File: src/rtl/core/rect_collision_tester_macros.svh
// Assertion macros for the rectangle collision tester.
// Used by modules that carry concurrent checks; expects clk and rst in scope.
`ifndef RECT_COLLISION_TESTER_MACROS_SVH
`define RECT_COLLISION_TESTER_MACROS_SVH
`ifndef SYNTHESIS
// Same-cycle implication
`define RCT_ASSERT_NOW(name, ante, cons) \
  name: assert property (@(posedge clk) disable iff (rst) (ante) |-> (cons)) \
    else $error("rct check failed");
// Next-cycle implication
`define RCT_ASSERT_NEXT(name, ante, cons) \
  name: assert property (@(posedge clk) disable iff (rst) (ante) |=> (cons)) \
    else $error("rct check failed");
`else
`define RCT_ASSERT_NOW(name, ante, cons)
`define RCT_ASSERT_NEXT(name, ante, cons)
`endif
`endif

File: src/rtl/core/rct_pkg.sv
// Shared types and constants for the rectangle collision tester.
// No dependencies.
`timescale 1ns / 1ps
package rct_pkg;

  // Coordinate format: signed Q12.4
  localparam int COORD_BITS = 16;
  localparam int SIZE_BITS  = COORD_BITS - 1;
  localparam int DIFF_BITS  = COORD_BITS + 1;  // difference of two coordinates
  localparam int EXT_BITS   = COORD_BITS + 2;  // corner minus coordinate
  localparam int PROD_BITS  = DIFF_BITS + EXT_BITS;
  localparam int SUM_BITS   = PROD_BITS + 1;

  // Stream packing
  localparam int IN_FIELD_BITS = 4 * COORD_BITS + 2 * SIZE_BITS;
  localparam int IN_DATA_BITS  = ((IN_FIELD_BITS + 7) / 8) * 8;
  localparam int IN_USER_BITS  = 2;
  localparam int OUT_DATA_BITS = 8;

  localparam int FX_LSB = 0;
  localparam int FY_LSB = FX_LSB + COORD_BITS;
  localparam int SX_LSB = FY_LSB + COORD_BITS;
  localparam int SY_LSB = SX_LSB + COORD_BITS;
  localparam int OW_LSB = SY_LSB + COORD_BITS;
  localparam int OH_LSB = OW_LSB + SIZE_BITS;

  // Configuration port
  localparam int CFG_IDX_BITS  = 2;
  localparam int CFG_DATA_BITS = COORD_BITS;

  // Job queue
  localparam int FIFO_DEPTH    = 4;
  localparam int FIFO_PTR_BITS = $clog2(FIFO_DEPTH);

  localparam int NUM_CORNERS = 4;

  // Corners visited clockwise from top-left, closing on the start
  localparam logic [1:0] EDGE_ORDER [0:NUM_CORNERS] = '{2'd0, 2'd1, 2'd2, 2'd3, 2'd0};

  typedef enum logic [CFG_IDX_BITS-1:0] {
    REG_BOX_LEFT   = 2'd0,
    REG_BOX_TOP    = 2'd1,
    REG_BOX_WIDTH  = 2'd2,
    REG_BOX_HEIGHT = 2'd3
  } reg_idx_t;

  typedef enum logic [IN_USER_BITS-1:0] {
    MODE_POINT   = 2'd0,
    MODE_SEGMENT = 2'd1,
    MODE_BOX     = 2'd2
  } mode_t;

  // Classified query handed from front to back
  typedef struct packed {
    logic                        is_seg;
    logic                        direct_hit;
    logic [NUM_CORNERS-1:0]      edge_ok;
    logic signed [DIFF_BITS-1:0] dx;
    logic signed [DIFF_BITS-1:0] dy;
    logic signed [EXT_BITS-1:0]  ey_top;
    logic signed [EXT_BITS-1:0]  ey_bot;
    logic signed [EXT_BITS-1:0]  ex_left;
    logic signed [EXT_BITS-1:0]  ex_right;
  } job_t;

endpackage

File: src/rtl/core/rect_collision_tester.sv
// Rectangle collision tester: top level.
// Depends on rct_pkg, rct_front, rct_fifo and rct_back.
//
// Usage:
//   Configure the rectangle through cfg_we / cfg_index / cfg_data while no
//   query is in flight: index 0 left, 1 top, 2 width, 3 height (Q12.4).
//   Queries enter on the s_ stream: s_tuser holds the query kind
//   (point, segment, box), s_tdata the coordinates and sizes.
//   Each query produces exactly one transfer on the m_ stream, bit 0 = hit.
// Timing:
//   One query per cycle sustained while m_tready is high. A query accepted
//   on s_ passes the input register, job queue, product stage, sign stage
//   and output register to m_tvalid. The back end's single multiply
//   stage (eight 17x18 products in parallel) sets the stage depth.
// Reset:
//   rst is synchronous; it empties all stages and the queue and clears the
//   rectangle to zero size at the origin.
// Stall:
//   With m_tready low the back end holds its result and fills; the four-entry
//   queue then absorbs the front end before s_tready drops. Nothing is lost.
`timescale 1ns / 1ps
module rect_collision_tester (
  input  logic                              clk,
  input  logic                              rst,
  // configuration write port
  input  logic                              cfg_we,
  input  logic [rct_pkg::CFG_IDX_BITS-1:0]  cfg_index,
  input  logic [rct_pkg::CFG_DATA_BITS-1:0] cfg_data,
  // query stream
  input  logic                              s_tvalid,
  output logic                              s_tready,
  // first_x, first_y, second_x, second_y, other_width, other_height, zero pad
  input  logic [rct_pkg::IN_DATA_BITS-1:0]  s_tdata,
  // mode
  input  logic [rct_pkg::IN_USER_BITS-1:0]  s_tuser,
  // result stream
  output logic                              m_tvalid,
  input  logic                              m_tready,
  // hit, zero pad
  output logic [rct_pkg::OUT_DATA_BITS-1:0] m_tdata
);
  import rct_pkg::*;

  logic fr_valid, fr_ready, bk_valid, bk_ready;
  job_t fr_job, bk_job;

  rct_front u_front (
    .clk       (clk),
    .rst       (rst),
    .cfg_we    (cfg_we),
    .cfg_index (cfg_index),
    .cfg_data  (cfg_data),
    .s_tvalid  (s_tvalid),
    .s_tready  (s_tready),
    .s_tdata   (s_tdata),
    .s_tuser   (s_tuser),
    .job_valid (fr_valid),
    .job_ready (fr_ready),
    .job       (fr_job)
  );

  rct_fifo u_fifo (
    .clk       (clk),
    .rst       (rst),
    .in_valid  (fr_valid),
    .in_ready  (fr_ready),
    .in_job    (fr_job),
    .out_valid (bk_valid),
    .out_ready (bk_ready),
    .out_job   (bk_job)
  );

  rct_back u_back (
    .clk       (clk),
    .rst       (rst),
    .job_valid (bk_valid),
    .job_ready (bk_ready),
    .job       (bk_job),
    .m_tvalid  (m_tvalid),
    .m_tready  (m_tready),
    .m_tdata   (m_tdata)
  );

endmodule

File: src/rtl/core/rct_front.sv
// Front end: configuration registers, input register and query classification.
// Depends on rct_pkg.
`timescale 1ns / 1ps
module rct_front (
  input  logic                             clk,
  input  logic                             rst,
  input  logic                             cfg_we,
  input  logic [rct_pkg::CFG_IDX_BITS-1:0] cfg_index,
  input  logic [rct_pkg::CFG_DATA_BITS-1:0] cfg_data,
  input  logic                             s_tvalid,
  output logic                             s_tready,
  input  logic [rct_pkg::IN_DATA_BITS-1:0] s_tdata,
  input  logic [rct_pkg::IN_USER_BITS-1:0] s_tuser,
  output logic                             job_valid,
  input  logic                             job_ready,
  output rct_pkg::job_t                    job
);
  import rct_pkg::*;

  logic signed [COORD_BITS-1:0] box_left, box_top;
  logic [SIZE_BITS-1:0]         box_width, box_height;
  logic signed [DIFF_BITS-1:0]  box_right, box_bottom;

  logic                         item_valid;
  mode_t                        item_mode;
  logic signed [COORD_BITS-1:0] x1, y1, x2, y2;
  logic [SIZE_BITS-1:0]         ow, oh;

  logic signed [EXT_BITS-1:0] x1e, y1e, x2e, y2e, le, te, re, be, owe, ohe;
  logic point_hit, box_hit;

  // strictly opposite sides of c
  function automatic logic opposite(input logic signed [EXT_BITS-1:0] a,
                                    input logic signed [EXT_BITS-1:0] b,
                                    input logic signed [EXT_BITS-1:0] c);
    return ((a < c) && (b > c)) || ((a > c) && (b < c));
  endfunction

  // Configuration registers; far edges are registered from the stored values and follow in the cycle after a write
  always_ff @(posedge clk) begin
    if (rst) begin
      box_left   <= '0;
      box_top    <= '0;
      box_width  <= '0;
      box_height <= '0;
      box_right  <= '0;
      box_bottom <= '0;
    end else begin
      if (cfg_we) begin
        unique case (reg_idx_t'(cfg_index))
          REG_BOX_LEFT:   box_left   <= cfg_data[COORD_BITS-1:0];
          REG_BOX_TOP:    box_top    <= cfg_data[COORD_BITS-1:0];
          REG_BOX_WIDTH:  box_width  <= cfg_data[SIZE_BITS-1:0];
          REG_BOX_HEIGHT: box_height <= cfg_data[SIZE_BITS-1:0];
        endcase
      end
      box_right  <= $signed({box_left[COORD_BITS-1], box_left}) + $signed({2'b00, box_width});
      box_bottom <= $signed({box_top[COORD_BITS-1], box_top}) + $signed({2'b00, box_height});
    end
  end

  // Input register
  assign s_tready = !item_valid || job_ready;

  always_ff @(posedge clk) begin
    if (rst) begin
      item_valid <= 1'b0;
    end else if (s_tready) begin
      item_valid <= s_tvalid;
    end
  end

  always_ff @(posedge clk) begin
    if (s_tvalid && s_tready) begin
      item_mode <= mode_t'(s_tuser);
      x1 <= s_tdata[FX_LSB +: COORD_BITS];
      y1 <= s_tdata[FY_LSB +: COORD_BITS];
      x2 <= s_tdata[SX_LSB +: COORD_BITS];
      y2 <= s_tdata[SY_LSB +: COORD_BITS];
      ow <= s_tdata[OW_LSB +: SIZE_BITS];
      oh <= s_tdata[OH_LSB +: SIZE_BITS];
    end
  end

  // Sign extension to a common width
  always_comb begin
    x1e = {{2{x1[COORD_BITS-1]}}, x1};
    y1e = {{2{y1[COORD_BITS-1]}}, y1};
    x2e = {{2{x2[COORD_BITS-1]}}, x2};
    y2e = {{2{y2[COORD_BITS-1]}}, y2};
    le  = {{2{box_left[COORD_BITS-1]}}, box_left};
    te  = {{2{box_top[COORD_BITS-1]}}, box_top};
    re  = {box_right[DIFF_BITS-1], box_right};
    be  = {box_bottom[DIFF_BITS-1], box_bottom};
    owe = {{(EXT_BITS-SIZE_BITS){1'b0}}, ow};
    ohe = {{(EXT_BITS-SIZE_BITS){1'b0}}, oh};
  end

  // Point: half-open on right and bottom. Box: touching counts.
  assign point_hit = (x1e >= le) && (y1e >= te) && (x1e < re) && (y1e < be);
  assign box_hit   = (x1e <= re) && ((x1e + owe) >= le) &&
                     (y1e <= be) && ((y1e + ohe) >= te);

  // Classify and prepare cross-product operands
  always_comb begin
    job.is_seg     = 1'b0;
    job.direct_hit = 1'b0;
    unique case (item_mode)
      MODE_POINT:   job.direct_hit = point_hit;
      MODE_SEGMENT: job.is_seg     = 1'b1;
      MODE_BOX:     job.direct_hit = box_hit;
      default:      job.direct_hit = 1'b0;
    endcase
    // Segment endpoints on strictly opposite sides of each edge line
    job.edge_ok[0] = (box_width != '0)  && opposite(y1e, y2e, te);
    job.edge_ok[1] = (box_height != '0) && opposite(x1e, x2e, re);
    job.edge_ok[2] = (box_width != '0)  && opposite(y1e, y2e, be);
    job.edge_ok[3] = (box_height != '0) && opposite(x1e, x2e, le);
    job.dx       = $signed({x1[COORD_BITS-1], x1}) - $signed({x2[COORD_BITS-1], x2});
    job.dy       = $signed({y1[COORD_BITS-1], y1}) - $signed({y2[COORD_BITS-1], y2});
    job.ey_top   = te - y1e;
    job.ey_bot   = be - y1e;
    job.ex_left  = x1e - le;
    job.ex_right = x1e - re;
  end

  assign job_valid = item_valid;

endmodule

File: src/rtl/core/rct_fifo.sv
// Short job queue between front and back ends.
// Depends on rct_pkg and rect_collision_tester_macros.svh.
`timescale 1ns / 1ps
`include "rect_collision_tester_macros.svh"
module rct_fifo (
  input  logic          clk,
  input  logic          rst,
  input  logic          in_valid,
  output logic          in_ready,
  input  rct_pkg::job_t in_job,
  output logic          out_valid,
  input  logic          out_ready,
  output rct_pkg::job_t out_job
);
  import rct_pkg::*;

  job_t                   slots [FIFO_DEPTH];
  logic [FIFO_PTR_BITS-1:0] wr_ptr, rd_ptr;
  logic [FIFO_PTR_BITS:0]   count;
  logic                   push, pop;

  assign in_ready  = (count != (FIFO_PTR_BITS+1)'(FIFO_DEPTH));
  assign out_valid = (count != '0);
  assign push      = in_valid && in_ready;
  assign pop       = out_valid && out_ready;
  assign out_job   = slots[rd_ptr];

  // Pointers and fill level
  always_ff @(posedge clk) begin
    if (rst) begin
      wr_ptr <= '0;
      rd_ptr <= '0;
      count  <= '0;
    end else begin
      if (push) wr_ptr <= wr_ptr + 1'b1;
      if (pop)  rd_ptr <= rd_ptr + 1'b1;
      if (push && !pop)      count <= count + 1'b1;
      else if (pop && !push) count <= count - 1'b1;
    end
  end

  // Storage
  always_ff @(posedge clk) begin
    if (push) slots[wr_ptr] <= in_job;
  end

  `RCT_ASSERT_NOW(a_fifo_bound, 1'b1, count <= (FIFO_PTR_BITS+1)'(FIFO_DEPTH))
  `RCT_ASSERT_NEXT(a_fifo_grow, push && !pop, count == $past(count) + 1'b1)

endmodule

File: src/rtl/core/rct_back.sv
// Back end: corner cross products, sign extraction and hit decision.
// Depends on rct_pkg and rect_collision_tester_macros.svh.
`timescale 1ns / 1ps
`include "rect_collision_tester_macros.svh"
module rct_back (
  input  logic                              clk,
  input  logic                              rst,
  input  logic                              job_valid,
  output logic                              job_ready,
  input  rct_pkg::job_t                     job,
  output logic                              m_tvalid,
  input  logic                              m_tready,
  output logic [rct_pkg::OUT_DATA_BITS-1:0] m_tdata
);
  import rct_pkg::*;

  logic signed [EXT_BITS-1:0] cy [NUM_CORNERS];
  logic signed [EXT_BITS-1:0] cx [NUM_CORNERS];

  // stage 1: products
  logic                        s1_valid, s1_is_seg, s1_direct;
  logic [NUM_CORNERS-1:0]      s1_edge_ok;
  logic signed [PROD_BITS-1:0] prod_a [NUM_CORNERS];
  logic signed [PROD_BITS-1:0] prod_b [NUM_CORNERS];

  // stage 2: signs
  logic                    s2_valid, s2_is_seg, s2_direct;
  logic [NUM_CORNERS-1:0]  s2_edge_ok, s2_neg, s2_pos;
  logic signed [SUM_BITS-1:0] sums [NUM_CORNERS];

  logic s1_ready, s2_ready, s3_ready;
  logic seg_hit, out_hit;

  assign s3_ready  = !m_tvalid || m_tready;
  assign s2_ready  = !s2_valid || s3_ready;
  assign s1_ready  = !s1_valid || s2_ready;
  assign job_ready = s1_ready;

  // Corner operands: top corners use the top row, left corners the left column
  always_comb begin
    for (int k = 0; k < NUM_CORNERS; k++) begin
      cy[k] = (k < 2) ? job.ey_top : job.ey_bot;
      cx[k] = (k == 0 || k == 3) ? job.ex_left : job.ex_right;
    end
  end

  // Stage 1
  always_ff @(posedge clk) begin
    if (rst) begin
      s1_valid <= 1'b0;
    end else if (s1_ready) begin
      s1_valid <= job_valid;
    end
  end

  always_ff @(posedge clk) begin
    if (s1_ready && job_valid) begin
      s1_is_seg  <= job.is_seg;
      s1_direct  <= job.direct_hit;
      s1_edge_ok <= job.edge_ok;
      for (int k = 0; k < NUM_CORNERS; k++) begin
        prod_a[k] <= PROD_BITS'(job.dx) * PROD_BITS'(cy[k]);
        prod_b[k] <= PROD_BITS'(job.dy) * PROD_BITS'(cx[k]);
      end
    end
  end

  // Stage 2: exact sum, keep only the sign
  always_comb begin
    for (int k = 0; k < NUM_CORNERS; k++) begin
      sums[k] = SUM_BITS'(prod_a[k]) + SUM_BITS'(prod_b[k]);
    end
  end

  always_ff @(posedge clk) begin
    if (rst) begin
      s2_valid <= 1'b0;
    end else if (s2_ready) begin
      s2_valid <= s1_valid;
    end
  end

  always_ff @(posedge clk) begin
    if (s2_ready && s1_valid) begin
      s2_is_seg  <= s1_is_seg;
      s2_direct  <= s1_direct;
      s2_edge_ok <= s1_edge_ok;
      for (int k = 0; k < NUM_CORNERS; k++) begin
        s2_neg[k] <= sums[k][SUM_BITS-1];
        s2_pos[k] <= !sums[k][SUM_BITS-1] && (sums[k] != '0);
      end
    end
  end

  // Edge crossed when its end corners lie strictly on opposite sides of the segment
  always_comb begin
    seg_hit = 1'b0;
    for (int i = 0; i < NUM_CORNERS; i++) begin
      seg_hit = seg_hit || (s2_edge_ok[i] &&
                ((s2_neg[EDGE_ORDER[i+1]] && s2_pos[EDGE_ORDER[i]]) ||
                 (s2_pos[EDGE_ORDER[i+1]] && s2_neg[EDGE_ORDER[i]])));
    end
  end

  // Output register
  always_ff @(posedge clk) begin
    if (rst) begin
      m_tvalid <= 1'b0;
    end else if (s3_ready) begin
      m_tvalid <= s2_valid;
    end
  end

  always_ff @(posedge clk) begin
    if (s3_ready && s2_valid) begin
      out_hit <= s2_is_seg ? seg_hit : s2_direct;
    end
  end

  assign m_tdata = {{(OUT_DATA_BITS-1){1'b0}}, out_hit};

  `RCT_ASSERT_NEXT(a_s1_moves, s1_valid && s2_ready, s2_valid)
  `RCT_ASSERT_NEXT(a_s2_moves, s2_valid && s3_ready, m_tvalid)

endmodule

File: config.mk
export PLATFORM = sky130hd
export DESIGN_NAME = rect_collision_tester
export DESIGN_NICKNAME = d
export VERILOG_FILES = /design/src/rtl/core/rct_pkg.sv /design/src/rtl/core/rect_collision_tester.sv /design/src/rtl/core/rct_front.sv /design/src/rtl/core/rct_fifo.sv /design/src/rtl/core/rct_back.sv
export VERILOG_INCLUDE_DIRS = /design/src /design/src/rtl/core
export SDC_FILE = /design/constraint.sdc
export NUM_CORES = 2
export LEC_CHECK = 0
export BUFFER_PORTS_ARGS = -buffer_cell sky130_fd_sc_hd__buf_2
export CAP_MARGIN = 0
export CORE_MARGIN = 2
export CORE_UTILIZATION = 52
export DETAILED_ROUTE_END_ITERATION = 16
export PLACE_DENSITY = 0.68
export SYNTH_ARGS = -nofsm -noshare
export SYNTH_HDL_FRONTEND = slang
export SYNTH_SLANG_ARGS = --single-unit
export TNS_END_PERCENT = 100
File: constraint.sdc
create_clock -name clk -period 13.1 [get_ports clk]
set_clock_uncertainty 0.05 [all_clocks]
set_input_delay 2.62 -clock clk [delete_from_list [all_inputs] [get_ports clk]]
set_output_delay 2.62 -clock clk [all_outputs]
set_load 0.005 [all_outputs]
# ---- Word-level counts from Yosys, hierarchy flattened
# Memories as Yosys holds them, arrays and structs flattened. A register that Yosys moved wholly into a read port is not among the register bits.
# Index checks and enable logic that the tools add are counted.
dict set report word_totals {
  register_bits 224
  ramBits 728
  inputBits 121
  output_inout_bits 10
  elab_cells 173
  memories 3
}
dict set report op_classes {
  addsub 18
  multipliers 4
  order_cmp 22
  eq_ne 6
  n_mux 11
  reduce_logical 80
}
# memory depth word_bits rd rd_clocked_by_memory_dff write_ports line_no
set memory_table {}
lappend memory_table {u_fifo.slots 4 112 1 1 1 rct_fifo.sv:17} ;# job_t slots [FIFO_DEPTH];
lappend memory_table {u_back.prod_a 4 35 4 0 4 rct_back.sv:23} ;# logic signed [PROD_BITS-1:0] prod_a [NUM_CORNERS];
lappend memory_table {u_back.prod_b 4 35 4 0 4 rct_back.sv:24} ;# logic signed [PROD_BITS-1:0] prod_b [NUM_CORNERS];
# cell count
set op_table {}
lappend op_table {{$add A35 B35 Y36} 4}
lappend op_table {{$reduce_bool A36 Y1} 4}
lappend op_table {{$mul A17 B18 Y35} 4}
lappend op_table {{$add A16 B16 Y17} 4}
lappend op_table {{$gt A16 B17 Y1} 4}
lappend op_table {{$lt A16 B17 Y1} 4}
lappend op_table {{$sub A16 B16 Y17} 4}
lappend op_table {{$gt A16 B16 Y1} 4}
lappend op_table {{$lt A16 B16 Y1} 4}
lappend op_table {{$logic_and A1 B1 Y1} 41}
lappend op_table {{$ge A17 B16 Y1} 2}
lappend op_table {{$le A16 B17 Y1} 2}
lappend op_table {{$ge A16 B16 Y1} 2}
lappend op_table {{$reduce_bool A15 Y1} 2}
lappend op_table {{$sub A16 B17 Y18} 1}
lappend op_table {{$sub A17 B16 Y18} 1}
lappend op_table {{$logic_or A1 B1 Y1} 15}
lappend op_table {{$logic_not A1 Y1} 10}
lappend op_table {{$reduce_and A2 Y1} 4}
lappend op_table {{$eq A2 B2 Y1 const B} 3}
lappend op_table {{$mux W1} 6}
lappend op_table {{$mux W3} 2}
lappend op_table {{$add A2 B1 Y2 const B} 2}
lappend op_table {{$eq A2 B1 Y1 const B} 2}
lappend op_table {{8 further kinds} 10}

# ---- Longest topological paths before layout
dict set report depth {
  word_depth 8
  ltp_mapped 33
  depth_no_buf 29
}

# ---- Cells and area by module
# From an unflattened synthesis, not the netlist that was laid out.
dict set report hier_totals {
  cells_unflattened 8766
  area_unflattened_um2 90807.1
}
# mod instances cells_each area_per_inst_um2
set by_module_without_submodules {}
lappend by_module_without_submodules {rct_back 1 6261 57981.9}
lappend by_module_without_submodules {rct_fifo 1 633 16711.0}
lappend by_module_without_submodules {rct_front 1 1872 16114.2}

# ---- Worst setup path after synthesis
# No wires, ideal clock.
dict set report synth_path {
  path_type {input to register}
  start {input m_tready}
  end {register u_fifo.count[2]}
  arrival_ns 11.529
  setup_slack_ns 1.451
  stages 10
  path_buffers 0
  cell_sequence {nor2b_1 > and2_1 > a21oi_1 > inv_1 > ha_1 > inv_1 > fa_1 > xor2_1 > or3_1 > a21oi_1}
}
dict set report synth_between {
  elab_chain_cells 7
  word_cells_on_any_way 9
  classes_between {mux (1); reduce/logical (8)}
}
# item line_no
set synth_lines {}
lappend synth_lines {{start: declaration} rect_collision_tester.sv:38} ;# input logic m_tready,
lappend synth_lines {{$logic_or A1 B1 Y1 *} rct_back.sv:34} ;# assign s3_ready = !m_tvalid || m_tready;
lappend synth_lines {{$logic_or A1 B1 Y1 *} rct_back.sv:35} ;# assign s2_ready = !s2_valid || s3_ready;
lappend synth_lines {{$logic_or A1 B1 Y1 *} rct_back.sv:36} ;# assign s1_ready = !s1_valid || s2_ready;
lappend synth_lines {{$logic_and A1 B1 Y1 *} rct_fifo.sv:25} ;# assign pop = out_valid && out_ready;
lappend synth_lines {{via u_fifo.pop} rct_fifo.sv:20} ;# logic push, pop;
lappend synth_lines {{$logic_not A1 Y1} rct_fifo.sv:37} ;# if (push && !pop) count <= count + 1'b1;
lappend synth_lines {{$logic_and A1 B1 Y1} rct_fifo.sv:37}
lappend synth_lines {{$mux W3 or $reduce_bool A2 Y1 (tied branches)} --}
lappend synth_lines {{end signal: assignment} rct_fifo.sv:37}
lappend synth_lines {{end signal: assignment} rct_fifo.sv:38} ;# else if (pop && !push) count <= count - 1'b1;
lappend synth_lines {{end: declaration} rct_fifo.sv:19} ;# logic [FIFO_PTR_BITS:0] count;
# Mark *: on every way through the listed nets, which the timed path passes. The rest lies on a longest branch.
# A chain may end at the register's enable or synchronous reset.

==> run summary <==
Status: finished, final reports clean
DRC Markers: 0
CP Class: register to register
Total CTS buffers: 90
Reg2Reg Setup Slack: 3.53 ns
RePlAce Congestion: 0.947
Reg2Reg Depth: 26
Worst Hold Slack: 0.371 ns
Port Buffers: 121
RSZ-0062 raised after global routing: false
GRT met3 Usage: 4.49%
Number of setup buffers added after CTS: 0
Clock Tree Root: clkbuf_16
Main synth FF type: edfxtp_1
Reg clk slew, reported paths: 0.06 ns
Final hold vios: 0
Nets: 11052
# rows: 151
Core area: 169000 µm²
CP max FO: 46
CP Depth: 26
Initial DRC Count: 5184
Slew Viols, Final: 0
Initial antenna violation count: 3
WL per Instance: 21.5 µm
CP arrival: 10.02 ns
Fin crit period: 9.57 ns
Leading cell type in the layout, fill and taps excluded: inv_1
Area Growth Syn to Fin: 7.14%
Mapped Area: 88400 µm²
Setup-failing EPs final: 0
R2R Path End: u_back.prod_b[2][34]
Total number of vias: 63334
CP Capture Point: u_back.prod_b[2][34]
Max stage delay on crit path: 0.94 ns
Pre-antenna DRT Iters: 6
Crit path buf inv count: 5
Tightest Hold Check Type: register to register
Final Util: 56.0%
Final HPWL from detailed placement: 194 mm
Hold Crit Start: u_back.s1_is_seg
Cells after synthesis: 8870
CTS sink count: 806
Slowest-stage cell, CP: o21ai_1
Register Area: 23100 µm²
Sequential cell area fraction in the yosys report: 26.1%
Largest net degree at the start of global routing: 165
Met2 GRT Util: 45.0%
Chip width: 416 µm
Post_cts resized: 0
Antenna Nets Post-Route: 0
Top cell by count, worst path: fa_1
CTS tree: yes
Routed vias/inst: 5.64
Flops & latches, synth: 806
I/O pins: 131
Synth top area share: 28.0%
Max Cap Violations: 0
CTS Buffer Depth: 3
Number of global-route vias before repair: 65914
Largest area contributor in the netlist: fa_1
Overall Global Routing Usage: 28.4%
Proportion of layout cells with a drive suffix above 1: 6.16%
Fin crit share: 73.0%
GRT met1 Usage: 38.8%
Top post-synthesis cells by area: fa_1 (28%), edfxtp_1 (24%), ha_1 (11%)
Mapped Avg Cell Area: 9.97 µm²
H-tree depth: 3
Die Y: 416 µm
Delay-heaviest family, CP: adder cells
Filler Cells Inserted: 14583
CTS hold repair buffers: 0
Multi-input logic area: 58600 µm²
Final TNS setup: 0 ns
Most frequent cells in the layout: inv_1 (1567), fa_1 (1239), nand2_1 (936), nor2_1 (892), ha_1 (753)
Gr ovfl total: 0
FMAX: 0.105 GHz
Startpoint types: register
Slew Limit Headroom: 17.5%
Worst path required time: 13.56 ns
Yosys warns: 0
First-pass GRT wire length: 377 mm
Slew @ Worst Pin: 1.23 ns
Latest clock arrival within the worst-skew pair: 0.76 ns
Final wirelength: 242 mm
CP endpoint kind: register
Count of cell types in the netlist: 104
Async set or reset register ratio after synthesis: 0%
Busiest layer in global routing: met2
Die ar.: 173000 µm²
Post-synth EDFFs: 697
Initial core utilization: 52.3%
==> metrics by stage <==
step | instances | area [µm²] | worst slack [ns]
finish | 11234 | 94700 | 3.53
global route | 11233 | 94700 | 3.25
CTS | 11233 | 94700 | 3.74
detailed placement | 11065 | 91800 | 3.71
global placement | 11065 | 91800 | 3.90
floorplan | 8876 | 88500 | 1.45
==> worst min path at each step <==
stage                     depth (start not counted)  slack, ns              endpoint
final                                             0       0.37      u_back.s2_is_seg
after global routing                              0       0.39      u_back.s2_is_seg
after CTS                                         0       0.37      u_back.s2_is_seg
after detailed placement                          0       0.36      u_back.s2_is_seg
after global placement                            0       0.35  u_back.s2_edge_ok[2]
after floorplan                                   0       0.35      u_back.s2_direct
==> cells by family after synthesis <==
group	count (synthesis)	synth area share, %
AOI/OAI and AO/OA	1293	9.42
xor gates and xnor gates	318	3.15
adders and majority gates	1992	38.7
buffers and inverters	1820	7.77
DFF	806	26.1
muxes	229	2.93
other	1	0.00424
and+or+nand+nor	2411	11.9
==> layer usage <==
layer | share of wire [%] | up-vias
met5 | 0.0041 | -
met4 | 4.9 | 2
met3 | 7.3 | 449
met2 | 45 | 2301
met1 | 43 | 31535
li1 | - | 29047
==> area by class of cell <==
type / instances / area share [%]
Inverter: 1568 / 6.21
Multi-Input combinational cell: 6250 / 61.9
Clock buffer: 114 / 2.51
Antenna cell: 1 / 0.00264
Timing Repair Buffer: 223 / 1.48
Clock inverter: 54 / 0.602
Tap cell: 2218 / 2.93
Sequential cell: 806 / 24.4
==> worst reg2reg max path, stage by stage, from the launching register on <==
cell     delay, ns
dfxtp_4       0.82
buf_4         0.62
mux2_2        0.46
o21ai_1       0.94
nor2_1        0.19
fa_1          0.56
inv_1         0.05
fa_1          0.39
fa_1          0.56
inv_1         0.06
fa_1          0.49
fa_1          0.49
inv_1         0.05
fa_1          0.47
inv_1         0.04
ha_1          0.35
and3_1        0.24
and3_1        0.19
nor2b_1       0.28
o21ai_0       0.14
a21oi_1       0.39
o31ai_1       0.25
a21oi_1       0.26
nor3_1        0.11
o41ai_1       0.37
a21oi_1       0.13
xnor2_1       0.42
==> state kept, by name, summed over array words and instances, names as in the netlist, 16 cells and up, named ones only <==
name,cells
u_front.x2,16
u_back.prod_b,70
u_front.box_left,16
u_fifo.slots,440
u_front.y2,16
u_front.box_right,17
u_front.y1,16
u_front.box_bottom,17
u_front.box_top,16
u_front.x1,16
u_back.prod_a,70
==> cells in the mapped netlist, types with 14 or more instances <==
cell type,count
o211ai_1,21
nor3_1,75
a21boi_0,23
nand3_1,62
o21a_1,142
xor2_1,93
mux4_2,14
a31oi_1,40
xnor2_1,225
mux2_2,100
clkbuf_1,215
o21ai_0,185
a21oi_1,342
nand2b_1,107
o21bai_1,32
nand4_1,45
or2_2,14
or3_1,24
a211o_1,15
o2111ai_1,16
edfxtp_1,697
a211oi_1,29
a21o_1,146
nand2_1,936
mux2i_1,115
ha_1,753
and2_1,48
inv_1,1567
fa_1,1239
o21ai_1,126
and3_1,31
nor2_1,892
nor4_1,27
dfxtp_1,109
buf_1,27
nor2b_1,82
Power is left out: the tool's default activity adds up to more than one toggle a clock period on the data nets, which glitch-free logic cannot reach.
